**src/rtl/light_triggered_servo_pwm_assert.svh**
```systemverilog
// assertion macros for the servo pwm block
`ifndef LIGHT_TRIGGERED_SERVO_PWM_ASSERT_SVH
`define LIGHT_TRIGGERED_SERVO_PWM_ASSERT_SVH

// same-cycle implication
`define LTSP_ASSERT_IMP(label, clk, rst, ante, cons) \
  label: assert property (@(posedge clk) disable iff (rst) (ante) |-> (cons)) \
    else $error("servo pwm check failed");

// next-cycle implication
`define LTSP_ASSERT_NXT(label, clk, rst, ante, cons) \
  label: assert property (@(posedge clk) disable iff (rst) (ante) |=> (cons)) \
    else $error("servo pwm check failed");

`endif

```
**src/rtl/ltsp_pkg.sv**
```systemverilog
package ltsp_pkg;

  localparam int unsigned CfgIndexW = 3;
  localparam int unsigned CfgDataW  = 16;

  localparam logic [CfgIndexW-1:0] REG_PERIOD   = 3'd0;
  localparam logic [CfgIndexW-1:0] REG_TICK     = 3'd1;
  localparam logic [CfgIndexW-1:0] REG_HIGH_THR = 3'd2;
  localparam logic [CfgIndexW-1:0] REG_LOW_THR  = 3'd3;
  localparam logic [CfgIndexW-1:0] REG_HOLDOFF  = 3'd4;

  localparam logic [1:0] OP_TICK = 2'd0;
  localparam logic [1:0] OP_KEY  = 2'd1;
  localparam logic [1:0] OP_ADC  = 2'd2;

  localparam logic [3:0] KEY_ANGLE_45  = 4'hE;
  localparam logic [3:0] KEY_ANGLE_90  = 4'hD;
  localparam logic [3:0] KEY_ANGLE_120 = 4'hB;

  localparam logic [6:0] ANGLE_0   = 7'd0;
  localparam logic [6:0] ANGLE_45  = 7'd45;
  localparam logic [6:0] ANGLE_90  = 7'd90;
  localparam logic [6:0] ANGLE_120 = 7'd120;

  localparam logic [15:0] PERIOD_RESET   = 16'd20000;
  localparam logic [9:0]  TICK_RESET     = 10'd100;
  localparam logic [9:0]  HIGH_THR_RESET = 10'd750;
  localparam logic [9:0]  LOW_THR_RESET  = 10'd600;
  localparam logic [15:0] HOLDOFF_RESET  = 16'd10000;

  localparam logic [11:0] DUTY_0   = 12'(500 + (0 * 200) / 18);
  localparam logic [11:0] DUTY_45  = 12'(500 + (45 * 200) / 18);
  localparam logic [11:0] DUTY_90  = 12'(500 + (90 * 200) / 18);
  localparam logic [11:0] DUTY_120 = 12'(500 + (120 * 200) / 18);
  localparam logic [11:0] DUTY_RESET = 12'd1500;

  typedef struct packed {
    logic [1:0] op;
    logic [3:0] key_bits;
    logic [9:0] adc_value;
  } item_t;

  typedef struct packed {
    logic [15:0] period_us;
    logic [9:0]  tick_us;
    logic [9:0]  high_threshold;
    logic [9:0]  low_threshold;
    logic [15:0] holdoff_ticks;
  } cfg_t;

  typedef struct packed {
    logic        servo_level;
    logic [11:0] duty_us;
    logic        is_armed;
  } result_t;

  function automatic logic [11:0] pulse_for(input logic [6:0] angle);
    logic [11:0] duty;
    case (angle)
      ANGLE_45:  duty = DUTY_45;
      ANGLE_90:  duty = DUTY_90;
      ANGLE_120: duty = DUTY_120;
      default:   duty = DUTY_0;
    endcase
    return duty;
  endfunction

endpackage

```
**src/rtl/light_triggered_servo_pwm.sv**
```systemverilog
// channel  | direction | handshake                    | payload
// item     | in        | item_valid / item_ready      | op, key_bits, adc_value
// result   | out       | result_valid / result_ready  | servo_level, duty_us, is_armed
// cfg      | in        | cfg_valid / cfg_ready        | cfg_index, cfg_data
//
// one item per cycle sustained while results are accepted; an item beat passes
// through the input register, then the state update into the result register
// rst is synchronous: config and state registers go to their power-on values, both stages empty
// a result stall backs up through the input register; cfg_ready is always high
`include "light_triggered_servo_pwm_assert.svh"

module light_triggered_servo_pwm (
  input  logic                           clk,
  input  logic                           rst,
  input  logic                           item_valid,
  output logic                           item_ready,
  input  logic [1:0]                     op,
  input  logic [3:0]                     key_bits,
  input  logic [9:0]                     adc_value,
  output logic                           result_valid,
  input  logic                           result_ready,
  output logic                           servo_level,
  output logic [11:0]                    duty_us,
  output logic                           is_armed,
  input  logic                           cfg_valid,
  output logic                           cfg_ready,
  input  logic [ltsp_pkg::CfgIndexW-1:0] cfg_index,
  input  logic [ltsp_pkg::CfgDataW-1:0]  cfg_data
);

  ltsp_pkg::cfg_t    cfg;
  ltsp_pkg::item_t   item;
  ltsp_pkg::result_t result, result_next;
  logic              item_full;
  logic              advance;
  logic              armed;
  logic              holdoff_busy;

  assign cfg_ready  = 1'b1;
  assign advance    = item_full && (!result_valid || result_ready);
  assign item_ready = !item_full || advance;

  always_ff @(posedge clk) begin
    if (rst) begin
      cfg.period_us      <= ltsp_pkg::PERIOD_RESET;
      cfg.tick_us        <= ltsp_pkg::TICK_RESET;
      cfg.high_threshold <= ltsp_pkg::HIGH_THR_RESET;
      cfg.low_threshold  <= ltsp_pkg::LOW_THR_RESET;
      cfg.holdoff_ticks  <= ltsp_pkg::HOLDOFF_RESET;
    end else if (cfg_valid) begin
      case (cfg_index)
        ltsp_pkg::REG_PERIOD:   cfg.period_us      <= cfg_data;
        ltsp_pkg::REG_TICK:     cfg.tick_us        <= cfg_data[9:0];
        ltsp_pkg::REG_HIGH_THR: cfg.high_threshold <= cfg_data[9:0];
        ltsp_pkg::REG_LOW_THR:  cfg.low_threshold  <= cfg_data[9:0];
        ltsp_pkg::REG_HOLDOFF:  cfg.holdoff_ticks  <= cfg_data;
        default: begin
        end
      endcase
    end
  end

  // input register
  always_ff @(posedge clk) begin
    if (rst) begin
      item_full <= 1'b0;
    end else if (item_ready) begin
      item_full <= item_valid;
    end
  end

  always_ff @(posedge clk) begin
    if (item_valid && item_ready) begin
      item.op        <= op;
      item.key_bits  <= key_bits;
      item.adc_value <= adc_value;
    end
  end

  ltsp_core u_core (
    .clk          (clk),
    .rst          (rst),
    .advance      (advance),
    .item         (item),
    .cfg          (cfg),
    .result_next  (result_next),
    .armed        (armed),
    .holdoff_busy (holdoff_busy)
  );

  // result register
  always_ff @(posedge clk) begin
    if (rst) begin
      result_valid <= 1'b0;
    end else if (advance) begin
      result_valid <= 1'b1;
    end else if (result_ready) begin
      result_valid <= 1'b0;
    end
  end

  always_ff @(posedge clk) begin
    if (advance) begin
      result <= result_next;
    end
  end

  assign servo_level = result.servo_level;
  assign duty_us     = result.duty_us;
  assign is_armed    = result.is_armed;

  `LTSP_ASSERT_IMP(a_duty_legal, clk, rst, result_valid, (duty_us == ltsp_pkg::DUTY_0) || (duty_us == ltsp_pkg::DUTY_45) || (duty_us == ltsp_pkg::DUTY_90) || (duty_us == ltsp_pkg::DUTY_120) || (duty_us == ltsp_pkg::DUTY_RESET))
  `LTSP_ASSERT_NXT(a_armed_sticks, clk, rst, armed, armed)
  `LTSP_ASSERT_NXT(a_holdoff_freezes_duty, clk, rst, advance && holdoff_busy && (item.op == ltsp_pkg::OP_ADC), result.duty_us == $past(result_next.duty_us) && result_next.duty_us == result.duty_us)
  `LTSP_ASSERT_IMP(a_stall_blocks, clk, rst, item_full && result_valid && !result_ready, !item_ready)

endmodule

```
**src/rtl/ltsp_core.sv**
```systemverilog
module ltsp_core (
  input  logic              clk,
  input  logic              rst,
  input  logic              advance,
  input  ltsp_pkg::item_t   item,
  input  ltsp_pkg::cfg_t    cfg,
  output ltsp_pkg::result_t result_next,
  output logic              armed,
  output logic              holdoff_busy
);

  logic [11:0] duty_time, duty_time_next;
  logic [15:0] time_count, time_count_next;
  logic [6:0]  chosen_angle, chosen_angle_next;
  logic        armed_next;
  logic [15:0] holdoff_left, holdoff_left_next;
  logic        pin_level, pin_level_next;
  logic [15:0] count_sum;

  assign count_sum    = time_count + 16'(cfg.tick_us);
  assign holdoff_busy = (holdoff_left != 16'd0);

  always_comb begin
    duty_time_next    = duty_time;
    time_count_next   = time_count;
    chosen_angle_next = chosen_angle;
    armed_next        = armed;
    holdoff_left_next = holdoff_left;
    pin_level_next    = pin_level;
    case (item.op)
      ltsp_pkg::OP_TICK: begin
        pin_level_next  = (count_sum <= 16'(duty_time));
        time_count_next = (count_sum == cfg.period_us) ? 16'd0 : count_sum;
        if (holdoff_busy) begin
          holdoff_left_next = holdoff_left - 16'd1;
        end
      end
      ltsp_pkg::OP_KEY: begin
        if (!armed) begin
          case (item.key_bits)
            ltsp_pkg::KEY_ANGLE_45: begin
              chosen_angle_next = ltsp_pkg::ANGLE_45;
              armed_next        = 1'b1;
            end
            ltsp_pkg::KEY_ANGLE_90: begin
              chosen_angle_next = ltsp_pkg::ANGLE_90;
              armed_next        = 1'b1;
            end
            ltsp_pkg::KEY_ANGLE_120: begin
              chosen_angle_next = ltsp_pkg::ANGLE_120;
              armed_next        = 1'b1;
            end
            default: begin
            end
          endcase
        end
      end
      ltsp_pkg::OP_ADC: begin
        if (armed && !holdoff_busy) begin
          if (item.adc_value > cfg.high_threshold) begin
            duty_time_next    = ltsp_pkg::pulse_for(chosen_angle);
            holdoff_left_next = cfg.holdoff_ticks;
          end else if (item.adc_value < cfg.low_threshold) begin
            duty_time_next    = ltsp_pkg::DUTY_0;
            holdoff_left_next = cfg.holdoff_ticks;
          end
        end
      end
      default: begin
      end
    endcase
  end

  assign result_next.servo_level = pin_level_next;
  assign result_next.duty_us     = duty_time_next;
  assign result_next.is_armed    = armed_next;

  always_ff @(posedge clk) begin
    if (rst) begin
      duty_time    <= ltsp_pkg::DUTY_RESET;
      time_count   <= 16'd0;
      chosen_angle <= ltsp_pkg::ANGLE_0;
      armed        <= 1'b0;
      holdoff_left <= 16'd0;
      pin_level    <= 1'b0;
    end else if (advance) begin
      duty_time    <= duty_time_next;
      time_count   <= time_count_next;
      chosen_angle <= chosen_angle_next;
      armed        <= armed_next;
      holdoff_left <= holdoff_left_next;
      pin_level    <= pin_level_next;
    end
  end

endmodule

```
**config.mk**
```make
export PLATFORM = sky130hd
export DESIGN_NAME = light_triggered_servo_pwm
export DESIGN_NICKNAME = d
export VERILOG_FILES = /design/src/rtl/ltsp_pkg.sv /design/src/rtl/light_triggered_servo_pwm.sv /design/src/rtl/ltsp_core.sv
export VERILOG_INCLUDE_DIRS = /design/src /design/src/rtl
export SDC_FILE = /design/constraint.sdc
export NUM_CORES = 1
export LEC_CHECK = 0
export ABC_AREA = 1
export BUFFER_PORTS_ARGS = -buffer_cell sky130_fd_sc_hd__buf_2
export CORE_AREA = 2 2 122 124
export CTS_CLUSTER_DIAMETER = 150
export DETAILED_ROUTE_END_ITERATION = 12
export DIE_AREA = 0 0 124 126
export PLACE_DENSITY_LB_ADDON = 0.1
export SLEW_MARGIN = 20
export SYNTH_ARGS = -nofsm -noshare
export SYNTH_HDL_FRONTEND = slang
export SYNTH_SLANG_ARGS = --single-unit
```
**constraint.sdc**
```tcl
create_clock -name clk -period 2.29 [get_ports clk]
set_input_delay 0.3435 -clock clk [delete_from_list [all_inputs] [get_ports clk]]
set_output_delay 0.3435 -clock clk [all_outputs]
set_load 0.005 [all_outputs]
```
# [Word-level counts from Yosys, hierarchy flattened]
# Cells that the tools add are included.
[totals] in_bits=40 regBits=147
[classes] bitwise_logic=1 reduce_logical=23 n_lt_le_gt_ge=3 mux=18 n_eq_ne=16 addsub=2
[ops] operator="16-bit 2-to-1 mux" count=5
[ops] operator="12-bit 2-to-1 mux" count=4
[ops] operator="11-bit one-hot mux with 3 select lines" count=1
[ops] operator="16-bit one-hot mux with 2 select lines" count=1
[ops] operator="7-bit one-hot mux with 3 select lines" count=1
[ops] operator="16-bit by 10-bit adder with 16-bit output" count=1
[ops] operator="16-bit equality test" count=1
[ops] operator="16-bit by 12-bit less-or-equal comparator with 1-bit output" count=1
[ops] operator="16-bit nonzero test" count=1
[ops] operator="16-bit by 1-bit subtractor with 16-bit output, second input constant" count=1
[ops] operator="7-bit equality test, second input constant" count=2
[ops] operator="4-bit equality test, second input constant" count=3
[ops] operator="2-bit AND reduction" count=6
[ops] operator="10-bit greater-than comparator" count=1
[ops] operator="10-bit < comparator" count=1
[ops] operator="7-bit by 6-bit equality test with 1-bit output, second input constant" count=1
[ops] operator="3-bit by 2-bit equality test with 1-bit output, second input constant" count=2
[ops] operator="1-bit 2-to-1 mux" count=6
[ops] operator="5-bit AND reduction" count=1
[ops] operator="2-bit by 1-bit inequality test with 1-bit output, second input constant" count=2
[ops] operator="4-bit AND reduction" count=1
[ops] operator="2-bit nonzero test" count=2
[ops] operator="3-bit by 1-bit equality test with 1-bit output, second input constant" count=1
[ops] operator="3-bit equality test, second input constant" count=1
[ops] operator="other kinds (11)" count=16

# [Longest topological paths before layout]
# Gate-level depths: netlist (run 1).
[depth] depth_word=5 ltp_mapped=18 mapped_depth_nobuf=18

# [By module]
# Synthesis (run 1) repeated with hierarchy kept, for this count alone.
[unflattened] cells_unflattened=1162 area_unflattened_um2=8216.6
[modules_own_cells] module="ltsp_core" cells_per_inst=779 area_each_um2=4820.9 n_inst=1 seq_area_each_um2=1021.0
[modules_own_cells] module="light_triggered_servo_pwm" cells_per_inst=383 area_each_um2=3395.8 n_inst=1 seq_area_each_um2=2182.1

# [Worst setup path after synthesis (run 1)]
# OpenSTA, ideal clock, no wires.
[synth_timing] path_type="reg-to-reg" startpoint="register cfg[36] (netlist name)" endpoint="register u_core.pin_level" n_path_buf=0 t_required_ns=2.220 arrival_ns=2.461 path_stages_with_launch=19 setup_time_ns=0.070 setup_slack_ns=-0.241 cell_sequence="dfxtp_1 ha_1 fa_1 nand2_1 nand2_1 nand3_1 nand2_1 nand2_2 nand2_1 nand2_1 nand2_1 ha_1 nand4_1 nor3_1 o21bai_1 nand3_1 nand2_1 nand2_1 a21oi_1"
[synth_lines] element="to (signal assigned)" line_no="ltsp_core.sv:92" source="pin_level <= pin_level_next;"
[synth_lines] element="to (decl)" line_no="ltsp_core.sv:17" source="logic pin_level, pin_level_next;"

==> impl_metrics.prom, run 1 <==
# TYPE chip_impl_metric gauge
chip_impl_metric{name="drt-initial-drc-count",unit=""} 494
chip_impl_metric{name="synthesis.instances",unit=""} 1066
chip_impl_metric{name="dp.cells",unit=""} 1345
chip_impl_metric{name="synthArstFlopShare",unit="%"} 0
chip_impl_metric{name="drt_pass1_iterations",unit=""} 5
chip_impl_metric{name="holdBufCountCts",unit=""} 0
chip_impl_metric{name="timing.final.crit_share",unit="%"} 116.6
chip_impl_metric{name="detail_route.wirelength",unit="mm"} 21.78
chip_impl_info{name="min-delay-path-class",value="input pin to flop"} 1
chip_impl_metric{name="timing.max_slew.rel_slack",unit="%"} 51.27
chip_impl_metric{name="design.core.area",unit="sq mm"} 0.01431
chip_impl_metric{name="grt.total_usage",unit="%"} 28.47
chip_impl_metric{name="time_the_final_worst_path_needs_with_i_o_delays_and_setup",unit="ns"} 2.671
chip_impl_metric{name="clockBufferDepth",unit=""} 2
chip_impl_metric{name="finalSetupViolCount",unit=""} 33
chip_impl_metric{name="numClockSinks",unit=""} 145
chip_impl_metric{name="num_vias",unit=""} 7502
chip_impl_metric{name="drt_drc_violations_left",unit=""} 0
chip_impl_metric{name="post_synth_instance_area",unit="sq mm"} 0.007770
chip_impl_info{name="ys.flop_type",value="dfxtp_1"} 1
chip_impl_metric{name="synth_seq_cells",unit=""} 145
chip_impl_metric{name="p_int",unit="mW"} 4.861
chip_impl_metric{name="synth_nets",unit=""} 1149
chip_impl_metric{name="grt_overflow",unit=""} 0
chip_impl_metric{name="fin_setup_tns",unit="ns"} -4.162
chip_impl_metric{name="syn_avg_cell_area",unit="sq um"} 7.289
chip_impl_metric{name="share_of_final_layout_standard_cells_stronger_than_drive_strength_1",unit="%"} 23.18
chip_impl_metric{name="pwr_dens",unit="mW/mm^2"} 663.9
chip_impl_metric{name="timing_hold_violations_final",unit=""} 0
chip_impl_metric{name="die-width",unit="um"} 124
chip_impl_metric{name="drt-vias-per-instance",unit=""} 5.389
chip_impl_metric{name="power.switching",unit="mW"} 1.714
chip_impl_metric{name="seq_power_share",unit="%"} 41.9
chip_impl_info{name="outcome",value="complete, but fails checks"} 1
chip_impl_info{name="clock_tree.root_cell",value="clkbuf_16"} 1
chip_impl_metric{name="arrival_time_at_the_worst_endpoint",unit="ns"} 2.96
chip_impl_metric{name="clock-skew-final",unit="ns"} 0.006600
chip_impl_info{name="synthDominantAreaCellType",value="dfxtp_1"} 1
chip_impl_metric{name="synth_edf_count",unit=""} 30
chip_impl_metric{name="clock.fmax",unit="MHz"} 374.4
chip_impl_metric{name="synth-seq-area-share",unit="%"} 41.22
chip_impl_metric{name="slew_violations",unit=""} 0
chip_impl_info{name="min_to",value="item[10]$_DFFE_PP_"} 1
chip_impl_metric{name="gp_routability_congestion",unit=""} 0.9321
chip_impl_metric{name="placementRows",unit=""} 44
chip_impl_metric{name="postPlaceCellArea",unit="sq mm"} 0.008715
chip_impl_metric{name="timing.max_cap.violations",unit=""} 0
chip_impl_metric{name="ff2ff_setup_slack",unit="ns"} -0.38
chip_impl_metric{name="final_cell_area",unit="sq mm"} 0.009903
chip_impl_metric{name="transition_at_the_pin_with_the_smallest_max_transition_slack",unit="ns"} 0.7269
chip_impl_info{name="ff_to_ff_end",value="u_core.pin_level$_SDFFE_PP0P_"} 1
chip_impl_metric{name="power.static_leakage",unit="nW"} 4.450
chip_impl_metric{name="post-route-util",unit="%"} 69.19
chip_impl_metric{name="grt_start_max_net_pins",unit=""} 51
chip_impl_info{name="timing.critical_path.to_type",value="flop"} 1
chip_impl_metric{name="final-instance-count-excl-fill",unit=""} 1392
chip_impl_metric{name="flow.area_growth_from_synthesis",unit="%"} 27.46
chip_impl_metric{name="yosys.cell_types.count",unit=""} 46
chip_impl_info{name="critPathLaunchType",value="flop"} 1
chip_impl_metric{name="chipHeight",unit="um"} 126
chip_impl_metric{name="htree_levels",unit=""} 4
chip_impl_info{name="post-synth-top-count-cell",value="nand2_1"} 1
chip_impl_info{name="cts_tree",value="yes"} 1
chip_impl_metric{name="r2r_cells",unit=""} 19
chip_impl_metric{name="insertedDiodeCount",unit=""} 0
chip_impl_metric{name="wl_per_cell",unit="um"} 15.65
chip_impl_metric{name="io_buffer_count",unit=""} 55
chip_impl_metric{name="clk_latency",unit="ns"} 0.43
chip_impl_metric{name="dp_slack",unit="ns"} -0.3378
chip_impl_info{name="post_synth_most_frequent_cells",value="nand2_1 (240), inv_1 (142), dfxtp_1 (115)"} 1
chip_impl_info{name="top_cells_by_area_synth",value="dfxtp_1 (30%), edfxtp_1 (12%), nand2_1 (12%)"} 1
chip_impl_metric{name="design.final.nets",unit=""} 1278
chip_impl_metric{name="fp.dieArea",unit="sq mm"} 0.01562
chip_impl_info{name="rsz0062_at_grt",value="yes"} 1
chip_impl_metric{name="grt_pass1_wl",unit="mm"} 34.44
chip_impl_metric{name="portion_of_total_power_attributed_to_combinational_logic",unit="%"} 12.4
chip_impl_metric{name="worst_setup_hold_path_clk_slew",unit="ns"} 0.06
chip_impl_info{name="crit_type",value="flop to flop"} 1
chip_impl_metric{name="initial_core_util",unit="%"} 54.28
chip_impl_metric{name="ys.warnings.count",unit=""} 0
chip_impl_metric{name="power",unit="mW"} 6.574
chip_impl_metric{name="hpwl_dp",unit="mm"} 14.97
chip_impl_info{name="violations",value="negative setup slack"} 1
chip_impl_metric{name="antenna_left",unit=""} 0
chip_impl_metric{name="via_count_of_the_first_global_routing_pass",unit=""} 7079
chip_impl_metric{name="timing.hold.ws",unit="ns"} 0.08479
chip_impl_metric{name="sw_frac_of_total",unit="%"} 26.06
chip_impl_metric{name="worstPathMaxFanout",unit=""} 3
chip_impl_metric{name="worst_ir_drop_vdd",unit="uV"} 528.9
chip_impl_metric{name="antenna_found_initial",unit=""} 0
chip_impl_metric{name="netlist.area_leader.share",unit="%"} 29.63
chip_impl_info{name="hold_path.startpoint",value="key_bits[0]"} 1
chip_impl_metric{name="timing.hold.worst_path_depth",unit=""} 1
chip_impl_metric{name="timing.final.ws_setup",unit="ns"} -0.3809
chip_impl_metric{name="critPathRequiredTime",unit="ns"} 2.58
chip_impl_metric{name="clock_power_share",unit="%"} 45.7
chip_impl_metric{name="num_ports",unit=""} 57
chip_impl_metric{name="filler_cell_count",unit=""} 1236
chip_impl_metric{name="tritoncts_buffers",unit=""} 17
chip_impl_info{name="r2r-start",value="cfg[36]$_SDFFE_PP0P_"} 1
## sequential cells by signal (all words and copies together) (netlist names), 5 cells and up
signal               cells
cfg                     62
u_core.duty_time        12
item                    16
u_core.time_count       16
u_core.chosen_angle      5
u_core.holdoff_left     16
duty_us                 12
## worst max-delay path: stages, from the launching register on
cell	delay, ns
dfxtp_2	0.33
ha_4	0.16
fa_2	0.37
nand2_2	0.11
nand2_2	0.07
nand3_4	0.08
nand2_4	0.07
nand2_4	0.06
nand2_2	0.06
nand2_2	0.07
nand2_2	0.08
ha_4	0.27
nand4_1	0.16
buf_4	0.19
nor2_2	0.09
o21bai_1	0.08
nand3_1	0.08
nand2_1	0.06
nand2_1	0.06
a21oi_1	0.06
## power groups by stage
stage	Combinational [mW]	Clock [mW]	Sequential, mW
after floorplan	0.457	0	2.79
after global placement	0.725	0	2.80
after CTS	0.760	3.01	2.75
final	0.817	3.00	2.75
after detailed placement	0.736	0	2.80
after global routing	0.917	3.14	2.76
## layout make-up
type,instances,area (sq um),area share [%]
sequential,145,3208,32.39
clock inverter,15,207.7,2.097
tap,184,230.2,2.325
multi-input combinational,742,4289,43.31
clock buffer,17,425.4,4.296
timing repair buffer,145,1002,10.12
inverter,144,540.5,5.458
## layer usage
| layer | share of wire, % | global-route usage, % | vias to the layer above |
|---|---|---|---|
| met4 | 2.4 | 11.63 | 0 |
| met5 | 0 | 0 | - |
| met1 | 46 | 37.62 | 3459 |
| met2 | 48 | 46.57 | 220 |
| li1 | - | - | 3783 |
| met3 | 4.3 | 4.121 | 40 |
## cell usage in the layout, fill, tap and decap left out, types with 4 or more instances in the layout
master and count:
inv_1 137, nor2_2 11, buf_4 81, buf_6 7, nor3_1 8, nand4_1 10
buf_2 55, nand2_4 7, o211ai_1 17, a21oi_2 5, nor2_4 4, inv_2 6
dfxtp_2 4, a31oi_1 4, edfxtp_1 30, bufinv_16 4, nand2_2 29, a21oi_1 89
clkbuf_16 17, clkinv_2 4, nor2_1 92, nand3_1 78, ha_1 27, nand2_1 213
dfxtp_1 111, nand3_2 8, o21ai_0 69, o21bai_1 18, ha_4 15
## repair_timing
item / 4_1_cts / 5_1_grt
gates cloned: 1 / 1
pin swaps: 36 / 35
gates resized for setup: 38 / 59
hold endpoints to repair: 0 / 0
setup endpoints to repair: 19 / 51
buffers inserted: 8 / 6
## how the worst max path moves through the flow
stage / slack, ns / endpoint / depth (start not counted) / start
2_1_floorplan: -0.12 / u_core.pin_level$_SDFFE_PP0P_ / 17 / cfg[42]$_SDFFE_PP1P_
3_3_place_gp: -0.27 / u_core.pin_level$_SDFFE_PP0P_ / 18 / cfg[36]$_SDFFE_PP0P_
3_5_place_dp: -0.34 / u_core.pin_level$_SDFFE_PP0P_ / 17 / cfg[42]$_SDFFE_PP1P_
4_1_cts: -0.24 / u_core.pin_level$_SDFFE_PP0P_ / 18 / u_core.time_count[0]$_SDFFE_PP0P_
5_1_grt: -0.51 / u_core.pin_level$_SDFFE_PP0P_ / 19 / cfg[36]$_SDFFE_PP0P_
6_report: -0.38 / u_core.pin_level$_SDFFE_PP0P_ / 19 / cfg[36]$_SDFFE_PP0P_
## logic make-up (layout without fill, tap and decap cells)
group	count (synthesis)	in the layout	synth area share, %
other	1	1	0.04826
XOR/XNOR	3	3	0.3382
AO/OA/AOI/OAI	219	219	15.80
AND/OR/NAND/NOR	475	476	26.36
flip-flops	145	145	41.22
buffers and inverters	180	321	9.211
adder cells (fa/ha/maj)	43	43	7.021
No activity file was read; power rests on OpenSTA's default activity.
==> run 2, diff against run 1 <==
Settings changed: CORE_AREA 2 2 122 124 to 2 2 117 119, DIE_AREA 0 0 124 126 to 0 0 119 121.
Clock period 2.29 ns to 2.95 ns, I/O delays scaled along.
==> impl_metrics.prom, run 2 (same netlist as run 1, synthesis figures left out) <==
# TYPE chip_impl_metric gauge
chip_impl_metric{name="htree_levels",unit=""} 4
chip_impl_info{name="min_to",value="item[7]$_DFFE_PP_"} 1
chip_impl_info{name="ff_to_ff_end",value="u_core.pin_level$_SDFFE_PP0P_"} 1
chip_impl_metric{name="insertedDiodeCount",unit=""} 0
chip_impl_info{name="r2r-start",value="cfg[36]$_SDFFE_PP0P_"} 1
chip_impl_metric{name="detail_route.wirelength",unit="mm"} 18.87
chip_impl_info{name="hold_path.startpoint",value="adc_value[7]"} 1
chip_impl_metric{name="wl_per_cell",unit="um"} 14.45
chip_impl_metric{name="antenna_left",unit=""} 0
chip_impl_metric{name="clock.fmax",unit="MHz"} 360.4
chip_impl_metric{name="drt-initial-drc-count",unit=""} 653
chip_impl_metric{name="filler_cell_count",unit=""} 1147
chip_impl_info{name="critPathLaunchType",value="flop"} 1
chip_impl_metric{name="grt_overflow",unit=""} 0
chip_impl_metric{name="cts.repair_timing.setup_buffer_count",unit=""} 0
chip_impl_info{name="crit_type",value="flop to flop"} 1
chip_impl_metric{name="arrival_time_at_the_worst_endpoint",unit="ns"} 3.12
chip_impl_metric{name="ff2ff_setup_slack",unit="ns"} 0.17
chip_impl_metric{name="clockBufferDepth",unit=""} 2
chip_impl_metric{name="io_buffer_count",unit=""} 55
chip_impl_metric{name="timing.max_slew.rel_slack",unit="%"} 31.70
chip_impl_metric{name="timing.hold.ws",unit="ns"} 0.1922
chip_impl_metric{name="grt_pass1_wl",unit="mm"} 30.69
chip_impl_info{name="clock_tree.root_cell",value="clkbuf_16"} 1
chip_impl_metric{name="postPlaceCellArea",unit="sq mm"} 0.008208
chip_impl_metric{name="r2r_cells",unit=""} 18
chip_impl_metric{name="worst_path_largest_cell_delay",unit="ns"} 0.37
chip_impl_metric{name="multi_input_comb_area",unit="sq mm"} 0.003874
chip_impl_info{name="top_register",value="cfg"} 1
chip_impl_metric{name="via_count_of_the_first_global_routing_pass",unit=""} 6185
chip_impl_metric{name="timing_hold_violations_final",unit=""} 0
chip_impl_metric{name="dp.cells",unit=""} 1275
chip_impl_metric{name="clk_latency",unit="ns"} 0.42
chip_impl_metric{name="worst_setup_hold_path_clk_slew",unit="ns"} 0.06
chip_impl_metric{name="worstPathMaxFanout",unit=""} 4
chip_impl_metric{name="drt_drc_violations_left",unit=""} 0
chip_impl_metric{name="numClockSinks",unit=""} 145
chip_impl_metric{name="drt-vias-per-instance",unit=""} 5.332
chip_impl_metric{name="fin_setup_tns",unit="ns"} 0
chip_impl_metric{name="timing.max_cap.violations",unit=""} 0
chip_impl_info{name="outcome",value="finished clean"} 1
chip_impl_info{name="path_delay_family",value="simple AND/OR/NAND/NOR gates"} 1
chip_impl_metric{name="timing.final.crit_share",unit="%"} 94.07
chip_impl_metric{name="design.final.nets",unit=""} 1201
chip_impl_metric{name="transition_at_the_pin_with_the_smallest_max_transition_slack",unit="ns"} 1.019
chip_impl_metric{name="grt_start_max_net_pins",unit=""} 66
chip_impl_metric{name="tritoncts_buffers",unit=""} 17
chip_impl_metric{name="path_buf_inv",unit=""} 0
chip_impl_metric{name="placementRows",unit=""} 42
chip_impl_metric{name="final-instance-count-excl-fill",unit=""} 1306
chip_impl_metric{name="hpwl_dp",unit="mm"} 13.59
chip_impl_metric{name="slew_violations",unit=""} 0
chip_impl_metric{name="largest_reg_flops",unit=""} 62
chip_impl_metric{name="final_cell_area",unit="sq mm"} 0.008778
chip_impl_metric{name="flow.area_growth_from_synthesis",unit="%"} 12.98
chip_impl_metric{name="share_of_final_layout_standard_cells_stronger_than_drive_strength_1",unit="%"} 11.06
chip_impl_metric{name="drt_pass1_iterations",unit=""} 6
chip_impl_metric{name="clock-skew-final",unit="ns"} 0.01012
chip_impl_metric{name="num_vias",unit=""} 6964
chip_impl_metric{name="worst_ir_drop_vdd",unit="uV"} 419.9
chip_impl_info{name="critical-path-top-cell-by-count",value="nand2_1"} 1
chip_impl_metric{name="initial_core_util",unit="%"} 59.38
chip_impl_info{name="cts_tree",value="yes"} 1
chip_impl_metric{name="antenna_found_initial",unit=""} 0
chip_impl_info{name="min-delay-path-class",value="input pin to flop"} 1
chip_impl_metric{name="finalSetupViolCount",unit=""} 0
chip_impl_metric{name="timing.final.ws_setup",unit="ns"} 0.1750
chip_impl_metric{name="grt.total_usage",unit="%"} 27.06
chip_impl_metric{name="chipHeight",unit="um"} 121
chip_impl_metric{name="pwr_dens",unit="mW/mm^2"} 530.1
chip_impl_metric{name="critPathRequiredTime",unit="ns"} 3.29
chip_impl_metric{name="num_ports",unit=""} 57
chip_impl_metric{name="fp.dieArea",unit="sq mm"} 0.01440
chip_impl_metric{name="cts_repair_resize_count",unit=""} 0
chip_impl_metric{name="time_the_final_worst_path_needs_with_i_o_delays_and_setup",unit="ns"} 2.775
chip_impl_metric{name="die-width",unit="um"} 119
chip_impl_metric{name="dp_slack",unit="ns"} 0.1899
chip_impl_metric{name="timing.hold.worst_path_depth",unit=""} 1
chip_impl_metric{name="power.static_leakage",unit="nW"} 3.997
chip_impl_metric{name="seq_area",unit="sq mm"} 0.003203
chip_impl_metric{name="holdBufCountCts",unit=""} 0
chip_impl_metric{name="gp_routability_congestion",unit=""} 0.9189
chip_impl_info{name="timing.critical_path.to_type",value="flop"} 1
chip_impl_info{name="critical_path.slowest_cell",value="fa_2"} 1
chip_impl_info{name="leading_cell_types_in_the_layout_fill_and_taps_excluded",value="nand2_1 (240), inv_1 (142), dfxtp_1 (115)"} 1
chip_impl_info{name="final_common_cell",value="nand2_1"} 1
chip_impl_info{name="cp_cell_sequence",value="ha_1 > fa_2 > nand2_1 > nand2_1 > nand3_1 > nand2_1 > nand2_2 > nand2_1 > nand2_1 > nand2_1 > ha_1 > nand4_1 > nor3_1 > o21bai_1 > nand3_1 > nand2_1 > nand2_1 > a21oi_1"} 1
chip_impl_metric{name="design.core.area",unit="sq mm"} 0.01309
## run 2: cell count changes in the layout (fill, tap and decap cells not counted), moves of 6 or more
cell | before | now
buf_4 | 81 | 13
nand2_1 | 213 | 240
nand2_2 | 29 | 6
ha_1 | 27 | 41
ha_4 | 15 | 1
nor2_1 | 92 | 102
nand3_1 | 78 | 86
buf_6 | 7 | 0
nor2_2 | 11 | 4
nand3_2 | 8 | 2
## run 2: final cells by class
type	count	area share, %
clock buffers	21	5.373
clock inverters	10	0.8694
inverters	144	6.157
multi-input cells	741	44.13
flip-flops and latches	145	36.49
well taps	176	2.509
repair buffers	69	4.475
## run 2: per-stage QoR
stage,total power [mW],util [%]
finish,4.653,67.09
global route,4.829,67.09
global placement,2.668,62.73
CTS,4.670,66.92
floorplan,2.522,-
detailed placement,2.674,62.73
## run 2: routing by layer
metal	GRT usage [%]	vias up	share of wire, %
met5	0	-	0
met4	7.887	0	1.3
met3	5.216	21	5.2
met2	42.56	183	45
met1	37.98	3135	48
li1	-	3625	-
## run 2: how the worst max path moves through the flow
stage	startpoint	to	slack [ns]	cells after the start
final	cfg[36]$_SDFFE_PP0P_	u_core.pin_level$_SDFFE_PP0P_	0.17	18
after global routing	cfg[43]$_SDFFE_PP0P_	u_core.pin_level$_SDFFE_PP0P_	-0.002	14
after detailed placement	cfg[36]$_SDFFE_PP0P_	u_core.pin_level$_SDFFE_PP0P_	0.19	18
after global placement	cfg[36]$_SDFFE_PP0P_	u_core.pin_level$_SDFFE_PP0P_	0.26	18
after floorplan	cfg[36]$_SDFFE_PP0P_	u_core.pin_level$_SDFFE_PP0P_	0.42	18
after CTS	cfg[36]$_SDFFE_PP0P_	u_core.pin_level$_SDFFE_PP0P_	0.16	18
## run 2: power breakdown
| part | internal (mW) | switching, mW |
|---|---|---|
| logic | 0.181 | 0.326 |
| registers | 2.09 | 0.0401 |
| clock network | 1.15 | 0.858 |
| total | 3.43 | 1.22 |
